## src/sv/iet_pkg.sv

```systemverilog
// ----------------------------------------------------------------------------
// iet_pkg
// Types, token kind codes and character classes shared by the tokenizer.
// ----------------------------------------------------------------------------
package iet_pkg;

   localparam logic [1:0] KIND_NUMBER   = 2'd0;
   localparam logic [1:0] KIND_OPERATOR = 2'd1;
   localparam logic [1:0] KIND_NAME     = 2'd2;

   localparam logic [7:0] CHAR_PLUS   = 8'h2B;
   localparam logic [7:0] CHAR_MINUS  = 8'h2D;
   localparam logic [7:0] CHAR_SLASH  = 8'h2F;
   localparam logic [7:0] CHAR_STAR   = 8'h2A;
   localparam logic [7:0] CHAR_PCT    = 8'h25;
   localparam logic [7:0] CHAR_LPAREN = 8'h28;
   localparam logic [7:0] CHAR_RPAREN = 8'h29;
   localparam logic [7:0] CHAR_CARET  = 8'h5E;
   localparam logic [7:0] CHAR_DOT    = 8'h2E;
   localparam logic [7:0] CHAR_ZERO   = 8'h30;
   localparam logic [7:0] CHAR_NINE   = 8'h39;

   // most results one character can cause
   localparam int unsigned SLOTS = 3;

   typedef struct packed {
      logic [7:0] ch;
      logic       end_of_expression;
   } req_type;

   typedef struct packed {
      logic [7:0] token_char;
      logic [1:0] token_kind;
      logic       token_end;
      logic       expression_end;
      logic       run_last;
   } rsp_type;

   typedef struct packed {
      logic [7:0] token_char;
      logic [1:0] token_kind;
      logic       token_end;
   } result_type;

   // all results caused by one character, in emit order
   typedef struct packed {
      result_type [SLOTS-1:0] slot;
      logic [1:0]             count;
      logic                   expr_last;
   } bundle_type;

   function automatic logic is_digit(input logic [7:0] c);
      return (c >= CHAR_ZERO) && (c <= CHAR_NINE);
   endfunction

   function automatic logic is_num(input logic [7:0] c);
      return is_digit(c) || (c == CHAR_DOT);
   endfunction

   function automatic logic is_alpha(input logic [7:0] c);
      return ((c >= 8'h61) && (c <= 8'h7A)) || ((c >= 8'h41) && (c <= 8'h5A));
   endfunction

   function automatic logic is_op(input logic [7:0] c);
      return (c == CHAR_PLUS) || (c == CHAR_MINUS) || (c == CHAR_SLASH) ||
             (c == CHAR_STAR) || (c == CHAR_PCT) || (c == CHAR_LPAREN) ||
             (c == CHAR_RPAREN) || (c == CHAR_CARET);
   endfunction

   function automatic logic [1:0] kind_of(input logic [7:0] c);
      logic [1:0] k;
      k = KIND_NAME;
      if (is_num(c)) k = KIND_NUMBER;
      else if (is_op(c)) k = KIND_OPERATOR;
      return k;
   endfunction

endpackage

```

## src/sv/iet_front.sv

```systemverilog
// ----------------------------------------------------------------------------
// iet_front
// Holds the pending character and turns each incoming character into a bundle
// of up to three token results.
// ----------------------------------------------------------------------------
module iet_front (
   input  logic                clock,
   input  logic                reset,
   input  logic                req_valid,
   output logic                req_stall,
   input  iet_pkg::req_type    req_data,
   input  logic                full,
   output logic                push,
   output iet_pkg::bundle_type push_data
);
   import iet_pkg::*;

   logic [7:0] prev_char_ff, prev_char_in;
   logic       prev_valid_ff, prev_valid_in;
   logic       accept;
   logic [7:0] ch;
   logic       last;
   logic       c0_v, c1_v, c2_v, c3_v, star;
   result_type c0, c1, c2, c3;
   bundle_type bundle;
   logic [1:0] n;

   assign ch        = req_data.ch;
   assign last      = req_data.end_of_expression;
   assign req_stall = full;
   assign accept    = req_valid && !full;

   always_comb begin
      // pending character, now that its follower is known
      c0_v = prev_valid_ff && (is_num(prev_char_ff) || is_op(prev_char_ff) ||
                               is_alpha(prev_char_ff));
      c0.token_char = prev_char_ff;
      c0.token_kind = kind_of(prev_char_ff);
      if (is_num(prev_char_ff)) c0.token_end = !is_num(ch);
      else if (is_op(prev_char_ff)) c0.token_end = 1'b1;
      else c0.token_end = !is_alpha(ch);

      // implicit multiply
      star = ((is_digit(prev_char_ff) || (prev_char_ff == CHAR_RPAREN)) &&
              ((ch == CHAR_LPAREN) || is_alpha(ch))) ||
             ((prev_char_ff == CHAR_RPAREN) && is_digit(ch));
      c1_v = prev_valid_ff && star;
      c1.token_char = CHAR_STAR;
      c1.token_kind = KIND_OPERATOR;
      c1.token_end  = 1'b1;

      // leading zero for a number that opens with a dot
      c2_v = (ch == CHAR_DOT) && !(prev_valid_ff && is_num(prev_char_ff));
      c2.token_char = CHAR_ZERO;
      c2.token_kind = KIND_NUMBER;
      c2.token_end  = 1'b0;

      // final character flushes with no follower
      c3_v = last && (is_num(ch) || is_op(ch) || is_alpha(ch));
      c3.token_char = ch;
      c3.token_kind = kind_of(ch);
      c3.token_end  = 1'b1;

      bundle = '0;
      n = 2'd0;
      if (c0_v) begin
         bundle.slot[n] = c0;
         n = n + 2'd1;
      end
      if (c1_v) begin
         bundle.slot[n] = c1;
         n = n + 2'd1;
      end
      if (c2_v) begin
         bundle.slot[n] = c2;
         n = n + 2'd1;
      end
      if (c3_v) begin
         bundle.slot[n] = c3;
         n = n + 2'd1;
      end
      bundle.count     = n;
      bundle.expr_last = last;
   end

   assign push      = accept && (bundle.count != 2'd0);
   assign push_data = bundle;

   always_comb begin
      prev_char_in  = prev_char_ff;
      prev_valid_in = prev_valid_ff;
      if (accept) begin
         prev_char_in  = last ? 8'd0 : ch;
         prev_valid_in = !last;
      end
   end

   always_ff @(posedge clock) begin
      if (reset) begin
         prev_char_ff  <= 8'd0;
         prev_valid_ff <= 1'b0;
      end else begin
         prev_char_ff  <= prev_char_in;
         prev_valid_ff <= prev_valid_in;
      end
   end

endmodule

```

## src/sv/iet_queue.sv

```systemverilog
// ----------------------------------------------------------------------------
// iet_queue
// Small first-in first-out queue of result bundles between front and back.
// ----------------------------------------------------------------------------
module iet_queue #(
   parameter int unsigned DEPTH = 4
) (
   input  logic                clock,
   input  logic                reset,
   input  logic                push,
   input  iet_pkg::bundle_type push_data,
   output logic                full,
   input  logic                pop,
   output logic                head_valid,
   output iet_pkg::bundle_type head_data
);
   import iet_pkg::*;

   localparam int unsigned PW = (DEPTH > 1) ? $clog2(DEPTH) : 1;
   localparam int unsigned CW = $clog2(DEPTH + 1);

   bundle_type        entry_ff [DEPTH];
   logic [PW-1:0]     wr_ptr_ff, wr_ptr_in;
   logic [PW-1:0]     rd_ptr_ff, rd_ptr_in;
   logic [CW-1:0]     count_ff, count_in;
   logic              do_push, do_pop;

   assign full       = (count_ff == CW'(DEPTH));
   assign head_valid = (count_ff != '0);
   assign head_data  = entry_ff[rd_ptr_ff];
   assign do_push    = push && !full;
   assign do_pop     = pop && head_valid;

   always_comb begin
      wr_ptr_in = wr_ptr_ff;
      rd_ptr_in = rd_ptr_ff;
      count_in  = count_ff;
      if (do_push)
         wr_ptr_in = (wr_ptr_ff == PW'(DEPTH - 1)) ? '0 : wr_ptr_ff + PW'(1);
      if (do_pop)
         rd_ptr_in = (rd_ptr_ff == PW'(DEPTH - 1)) ? '0 : rd_ptr_ff + PW'(1);
      if (do_push && !do_pop) count_in = count_ff + CW'(1);
      else if (do_pop && !do_push) count_in = count_ff - CW'(1);
   end

   always_ff @(posedge clock) begin
      if (reset) begin
         wr_ptr_ff <= '0;
         rd_ptr_ff <= '0;
         count_ff  <= '0;
      end else begin
         wr_ptr_ff <= wr_ptr_in;
         rd_ptr_ff <= rd_ptr_in;
         count_ff  <= count_in;
      end
   end

   always_ff @(posedge clock) begin
      if (do_push) entry_ff[wr_ptr_ff] <= push_data;
   end

endmodule

```

## src/sv/iet_back.sv

```systemverilog
// ----------------------------------------------------------------------------
// iet_back
// Walks the bundle at the head of the queue and hands out one token result
// per transaction.
// ----------------------------------------------------------------------------
module iet_back (
   input  logic                clock,
   input  logic                reset,
   input  logic                head_valid,
   input  iet_pkg::bundle_type head_data,
   output logic                pop,
   output logic                rsp_valid,
   input  logic                rsp_stall,
   output iet_pkg::rsp_type    rsp_data
);
   import iet_pkg::*;

   logic [1:0] idx_ff, idx_in;
   logic       run_last;
   logic       accept;
   result_type cur;

   assign cur       = head_data.slot[idx_ff];
   assign run_last  = (idx_ff == (head_data.count - 2'd1));
   assign rsp_valid = head_valid;
   assign accept    = head_valid && !rsp_stall;
   assign pop       = accept && run_last;

   always_comb begin
      rsp_data.token_char     = cur.token_char;
      rsp_data.token_kind     = cur.token_kind;
      rsp_data.token_end      = cur.token_end;
      rsp_data.expression_end = run_last && head_data.expr_last;
      rsp_data.run_last       = run_last;
   end

   always_comb begin
      idx_in = idx_ff;
      if (accept) idx_in = run_last ? 2'd0 : idx_ff + 2'd1;
   end

   always_ff @(posedge clock) begin
      if (reset) begin
         idx_ff <= 2'd0;
      end else begin
         idx_ff <= idx_in;
      end
   end

endmodule

```

## src/sv/infix_expression_tokenizer_unit.sv

```systemverilog
// ----------------------------------------------------------------------------
// infix_expression_tokenizer_unit
// Streaming tokenizer for ASCII infix expressions.
// ----------------------------------------------------------------------------
// A character is accepted every cycle while the result queue has room; each
// character yields zero to three token results (the held-back previous
// character, an implicit '*', a leading '0', and on the final character the
// character itself), and the result port delivers one result per cycle while
// rsp_stall is low. The front stage classifies a character in the cycle it is
// accepted and pushes its results as one entry into a QUEUE_DEPTH-entry queue,
// so results appear on the next cycle at the earliest; sustained input rate is
// one character per cycle as long as characters average no more than one result
// each, and otherwise it is set by the one-result-per-cycle output port.
module infix_expression_tokenizer_unit #(
   parameter int unsigned QUEUE_DEPTH = 4
) (
   input  logic             clock,
   input  logic             reset,
   input  logic             req_valid,
   output logic             req_stall,
   input  iet_pkg::req_type req_data,
   output logic             rsp_valid,
   input  logic             rsp_stall,
   output iet_pkg::rsp_type rsp_data
);
   import iet_pkg::*;

   logic       push, pop, full, head_valid;
   bundle_type push_data, head_data;

   iet_front u_front (
      .clock     (clock),
      .reset     (reset),
      .req_valid (req_valid),
      .req_stall (req_stall),
      .req_data  (req_data),
      .full      (full),
      .push      (push),
      .push_data (push_data)
   );

   iet_queue #(
      .DEPTH (QUEUE_DEPTH)
   ) u_queue (
      .clock      (clock),
      .reset      (reset),
      .push       (push),
      .push_data  (push_data),
      .full       (full),
      .pop        (pop),
      .head_valid (head_valid),
      .head_data  (head_data)
   );

   iet_back u_back (
      .clock      (clock),
      .reset      (reset),
      .head_valid (head_valid),
      .head_data  (head_data),
      .pop        (pop),
      .rsp_valid  (rsp_valid),
      .rsp_stall  (rsp_stall),
      .rsp_data   (rsp_data)
   );

endmodule
```

## config.mk

```make
export PLATFORM = sky130hd
export DESIGN_NAME = infix_expression_tokenizer_unit
export DESIGN_NICKNAME = d
export VERILOG_FILES = /design/src/sv/iet_pkg.sv /design/src/sv/iet_front.sv /design/src/sv/iet_queue.sv /design/src/sv/iet_back.sv /design/src/sv/infix_expression_tokenizer_unit.sv
export SDC_FILE = /design/constraint.sdc
export NUM_CORES = 1
export LEC_CHECK = 0
export BUFFER_PORTS_ARGS = -buffer_cell sky130_fd_sc_hd__buf_4
export CORE_MARGIN = 2
export CORE_UTILIZATION = 29
export CTS_CLUSTER_SIZE = 16
export DETAILED_ROUTE_END_ITERATION = 7
export GPL_TIMING_DRIVEN = 0
export PLACE_DENSITY = 0.54
export SYNTH_ARGS = -nofsm -noshare
export SYNTH_HDL_FRONTEND = slang
export SYNTH_HIERARCHICAL = 1
export SYNTH_SLANG_ARGS = --single-unit
```

## constraint.sdc

```tcl
create_clock -name clock -period 8 [get_ports clock]
set_input_delay 0.8 -clock clock [delete_from_list [all_inputs] [get_ports clock]]
set_output_delay 0.8 -clock clock [all_outputs]
set_load 0.005 [all_outputs]
```

Word level (Yosys, flattened, before mapping)
Memories as Yosys holds them, arrays and structs flattened. A register that Yosys moved wholly into a read port is not among the register bits.
Index checks and enable logic that the tools add are counted.
- RAM bits: 144
- input port bits: 13
- memories kept: 1
- register bits after elaboration: 18
- logic and storage cells: 157
- eq/ne operators: 22
- add/subtract/negate cells: 9
- bitwise logic cells: 6
- magnitude comparators: 19
- mux-type cells: 33
- reduce and logical (&&, ||, !) cells: 61
- memories (memory ; words ; bits a word ; rd ports ; clocked after Yosys merged registers in ; write ports ; line ; text):
    u_queue.entry_ff ; 4 ; 36 ; 1 ; 1 ; 1 ; iet_queue.sv:22 ; bundle_type entry_ff [DEPTH];
- operators with widths (kind ; count):
    8-bit by 6-bit equality test with 1-bit output, second input constant ; 16
    33-bit 2-to-1 mux ; 3
    11-bit demux with 2-bit select ; 3
    11-bit 2-to-1 mux ; 5
    33-bit bitwise mux ; 1
    8-bit by 7-bit greater-or-equal comparator with 1-bit output, second input constant ; 4
    8-bit by 7-bit less-or-equal comparator with 1-bit output, second input constant ; 4
    27-bit AND ; 1
    27-bit NOT ; 1
    1-bit logical AND ; 25
    1-bit logical OR ; 25
    2-bit 2-to-1 mux ; 12
    11-bit binary-select mux with 2-bit select ; 1
    6-bit by 18-bit AND with 18-bit output ; 1
    18-bit NOT ; 1
    8-bit by 7-bit equality test with 1-bit output, second input constant ; 2
    8-bit by 6-bit greater-or-equal comparator with 1-bit output, second input constant ; 2
    8-bit by 6-bit less-or-equal comparator with 1-bit output, second input constant ; 2
    5-bit by 15-bit OR with 15-bit output ; 1
    2-bit by 1-bit adder with 2-bit output, second input constant ; 5
    2-bit by 3-bit less-than comparator with 1-bit output, second input constant ; 3
    1-bit zero test ; 8
    8-bit 2-to-1 mux ; 1
    3-bit 2-to-1 mux ; 2
    14 further kinds ; 21

Longest topological paths before layout
- depth after elaboration: 25
- mapped depth: 22
- mapped depth without buffers: 20

Modules after synthesis
The synthesis kept the hierarchy.
- modules (own cells, without submodules) (module ; area an instance (um^2) ; seq. area each (um^2) ; times used ; cells an instance):
    iet_queue ; 5700.5 ; 4504.3 ; 1 ; 238
    iet_front ; 1441.4 ; 180.2 ; 1 ; 198
    iet_back ; 394.1 ; 40.0 ; 1 ; 57

Worst setup path before layout
Ideal clock, no wire load.
- path type: input-to-reg
- start point: input req_data[8] (netlist name)
- end point: register u_queue.count_ff[2]
- data arrival time: 5333 ps
- slack: 2597 ps
- stages: 20
- cell sequence: or3b_1 > buf_2 > or4_1 > a211oi_1 > ha_1 > buf_2 > xnor2_1 > inv_1 > ha_1 > a31oi_1 > nand3_1 > mux2i_1 > bufinv_8 > nor2_2 > ha_1 > inv_1 > fa_1 > xor2_1 > or3_1 > a21oi_1
- word-level cells in the longest chain between the ends: 18
- elaborated cells between the ends (all ways): 49
- ends and longest elaborated chain (element ; line ; text):
    start: declaration ; infix_expression_tokenizer_unit.sv:21 ; input iet_pkg::req_type req_data,
    8-bit by 7-bit greater-or-equal comparator with 1-bit output (tied with other cells) ; iet_pkg.sv:61 ; return ((c >= 8'h61) && (c <= 8'h7A)) || ((c >= 8'h41) && (c <= 8'h5A));
    1-bit logical AND or 1-bit logical OR (tied branches) ; iet_pkg.sv:61, iet_pkg.sv:65 ;
    1-bit logical OR (on tied branches) ; iet_pkg.sv:61, iet_pkg.sv:65 ;
    1-bit logical OR (on tied branches) ; iet_front.sv:45, iet_pkg.sv:65 ;
    1-bit logical AND or 1-bit logical OR (tied branches) ; iet_front.sv:44, iet_pkg.sv:66 ;
    1-bit logical OR (on tied branches) ; iet_front.sv:45, iet_pkg.sv:66 ;
    1-bit logical AND or 1-bit logical OR (tied branches) ; iet_front.sv:47, iet_pkg.sv:66 ;
    2-bit 2-to-1 mux or 1-bit logical OR (tied branches) ; iet_front.sv:70, iet_pkg.sv:67 ;
    [4 not listed] ; n/a ;
    2-bit nonzero test (*) ; iet_front.sv:86 ; assign push = accept && (bundle.count != 2'd0);
    1-bit logical AND (*) ; iet_front.sv:86 ;
    via push ; infix_expression_tokenizer_unit.sv:28 ; logic push, pop, full, head_valid;
    1-bit logical AND (*) ; iet_queue.sv:31 ; assign do_push = push && !full;
    via u_queue.do_push ; iet_queue.sv:26 ; logic do_push, do_pop;
    1-bit zero test ; iet_queue.sv:43 ; else if (do_pop && !do_push) count_in = count_ff - CW'(1);
    1-bit logical AND ; iet_queue.sv:43 ;
    2-bit nonzero test (no line) ; n/a ;
    end signal: assignment ; iet_queue.sv:54 ; count_ff <= count_in;
    end: declaration ; iet_queue.sv:25 ; logic [CW-1:0] count_ff, count_in;
The timed path passes the listed nets; every way through them passes the cells marked *.
A chain may end at the register's enable or synchronous reset.

Final worst setup path
Ends and elaborated chain as after synthesis.

==> flow_metrics.tcl <==
set metrics [dict create \
    status "completed" \
    regArea_um2 4720 \
    drc 0 \
    setup_viol 0 \
    fin_crit_ns 5.66 \
    min_period_over_period 0.708 \
    initial_utilization 0.293 \
    cts_resized 0 \
    dpl.hpwl_um 11100 \
    worstHoldPathCells 2 \
    synth.distinct_cells 67 \
    r2r-start "u_front/prev_char_ff[2]" \
    crit_path_start_kind "input port" \
    routabilityCongestion 0.808 \
    synthSimpleGateAreaFrac 0.0799 \
    grt.total_usage 0.124 \
    multi_input_area_um2 2510 \
    final_area_um2 8820 \
    grt_pass1_vias 4337 \
    drtIter0Drc 316 \
    cts_root_buf "clkbuf_16" \
    synth_seq_area_share 0.627 \
    yosys_register_bits 164 \
    synth_top_family_by_area "multiplexers" \
    fin_nets 569 \
    cellLeakagePower_uw 0.00294 \
    max_cap_viol_count 0 \
    crit_fanout 8 \
    critPathCaptureType "flop" \
    layout-drive-gt1-share 0.261 \
    gr-total-overflow 0 \
    io_pins 28 \
    finalHoldViolCount 0 \
    ir_worst_vdd_mv 0.139 \
    cts_tree "built" \
    dominantRegCellSynth "edfxtp_1" \
    routedWlPerCell_um 18.1 \
    cp.required_ns 8.34 \
    rr_endpoint "u_queue/count_ff[2]" \
    num_vias 4280 \
    worstSkewPairLatency_ns 0.42 \
    crit_type "in2reg" \
    min_to "u_queue/rd_ptr_ff[0]" \
    yosys.area.top_type "edfxtp_1" \
    grt_antenna_before_repair 0 \
    dr.pass1.iters 5 \
    cts_hold_buffers 0 \
    post_cts_buffers 0 \
    hold_class "reg2reg" \
    netlist_area_um2 7540 \
    finalClockSkew_ns 0.0104 \
    min_from "u_queue/rd_ptr_ff[0]" \
    core_area_um2 25800 \
    synth_mux_area_frac 0.151 \
    relSlewSlack 0.450 \
    rsz0062_at_grt "no" \
    synth-compound-area-share 0.0714 \
    synth_xor_area_frac 0.00697 \
    dieHeight_um 165 \
    ctsLongestPathBuffers 2 \
    wl_um 16100 \
    die-width_um 165 \
    reg2reg_setup_slack_ns 2.48 \
    rows 59 \
    ff2ff_path_depth 20 \
    powerDensity_nw_per_um2 208 \
    yosys_warnings 6 \
    grt_max_degree 24 \
    synth_common_cells "144 x edfxtp_1, 36 x mux4_2, 31 x mux2i_1, 31 x nand2_1, 20 x dfxtp_1" \
    cts_buffers 17 \
    async_flop_share 0 \
    portBuffers 25 \
    synth_cells 493 \
    worst_pin_slew_ns 0.823 \
    area_growth_pct 17.0 \
    synth_fa_ha_area_frac 0.0226 \
    synth_area_leaders "edfxtp_1 57%, mux4_2 11%, dfxtp_1 5.3%, mux2i_1 4.1%, ha_1 2.0%" \
    synth_top_area_frac 0.574 \
    slew_viol_final 0 \
    timing.fmax_mhz 177 \
    placed_area_um2 8240 \
    synth_edf_count 144 \
    ant_nets 0 \
    clk_pin_slew_ns 0.06 \
    die-area_um2 27300 \
    synth_most_common_cell "edfxtp_1" \
    via_per_inst 4.80 \
    critPathArrivalTime_ns 6.00 \
    diodes 0 \
    grt_pass1_wl_um 24600 \
    h-tree-depth 4 \
    cts.sinks 164 \
    syn_area_per_cell_um2 15.3 \
    final.setup.tns_ns 0 \
    num-fill-cells 2450 \
]
worst max-delay path: stages:
cell,delay (ns)
buf_4,0.11
or3b_1,0.36
buf_2,0.17
or4_1,0.53
a211oi_1,0.34
ha_1,0.30
buf_2,0.17
xnor2_1,0.37
inv_1,0.09
ha_1,0.36
a31oi_1,0.19
nand3_1,0.09
mux2i_1,0.39
bufinv_8,0.27
nor2_2,0.15
ha_1,0.20
inv_1,0.06
fa_1,0.37
xor2_1,0.18
or3_1,0.32
a21oi_1,0.17
metal layers:
| metal | global-route usage | wire [um] | part of all wire | vias to the layer above |
|---|---|---|---|---|
| met2 | 0.202 | 8030 | 0.50 | 78 |
| li1 | - | - | - | 2009 |
| met3 | 0.0292 | 637 | 0.040 | 14 |
| met4 | 0.0387 | 165 | 0.010 | 0 |
| met5 | 0 | 0 | 0 | - |
| met1 | 0.163 | 7270 | 0.45 | 2179 |
report_power, final:
part	internal [uW]	switching (uW)
clock	461	333
combinational	45.4	57.3
sequential	934	6.16
state kept, by name, summed over array words and instances, names as in the netlist, named ones only:
signal                 flops
u_front/prev_valid_ff      1
u_queue/wr_ptr_ff          2
u_front/prev_char_ff       8
u_queue/entry_ff         144
u_back/idx_ff              2
u_queue/count_ff           3
u_queue/rd_ptr_ff          2
layout by cell type, fill, tap and decap left out, types with 5 or more instances in the layout:
cell type and instances:
edfxtp_1 144, mux4_2 36, buf_4 34, mux2i_1 31
nand2_1 31, dfxtp_1 20, inv_1 18, a21oi_1 18
clkbuf_16 17, nor2_1 16, o21ai_0 15, buf_2 12
ha_1 12, or3_1 11, nand2b_1 9, o211ai_1 7
clkbuf_1 5, buf_6 5, nand3_1 5
final cells by class:
| cell class | instances | area share |
|---|---|---|
| flip-flops and latches | 164 | 0.536 |
| multi-input cells | 277 | 0.285 |
| clock buffers | 17 | 0.0482 |
| well taps | 335 | 0.0475 |
| repair buffers | 29 | 0.0304 |
| plain buffers | 33 | 0.0240 |
| clock inverters | 15 | 0.0177 |
| inverters | 21 | 0.0111 |
stage by stage:
step | setup WS [ns] | instances | utilization | hold slack, ns | power, uW
detailed placement | 1.90 | 859 | 0.320 | 0.502 | 1060
finish | 2.34 | 891 | 0.342 | 0.504 | 1840
CTS | 2.33 | 891 | 0.342 | 0.512 | 1860
global route | 2.00 | 891 | 0.342 | 0.550 | 1900
global placement | 1.69 | 855 | 0.316 | 0.479 | 1060
floorplan | 2.60 | 495 | - | 0.463 | 1020
cell families (layout without fill, tap and decap cells):
group,after synthesis,after routing
flip-flops,164,164
AND/OR/NAND/NOR,111,111
AO/OA/AOI/OAI,76,76
multiplexers,68,68
buffers and inverters,54,115
adder cells (fa/ha/maj),13,13
XOR/XNOR,6,6
other,1,3
worst max path at each step:
| stage | slack, ns | cells past startpoint | to | start |
|---|---|---|---|---|
| detailed placement | 1.90 | 21 | u_queue/count_ff[2] | req_data[8] |
| global placement | 1.69 | 14 | u_queue/entry_ff[3][35] | req_data[8] |
| global route | 2.00 | 22 | u_queue/count_ff[2] | req_data[5] |
| CTS | 2.33 | 21 | u_queue/count_ff[2] | req_data[8] |
| floorplan | 2.60 | 20 | u_queue/count_ff[2] | req_data[8] |
| finish | 2.34 | 21 | u_queue/count_ff[2] | req_data[8] |
Note: power is estimated with default switching activity, not from simulation.
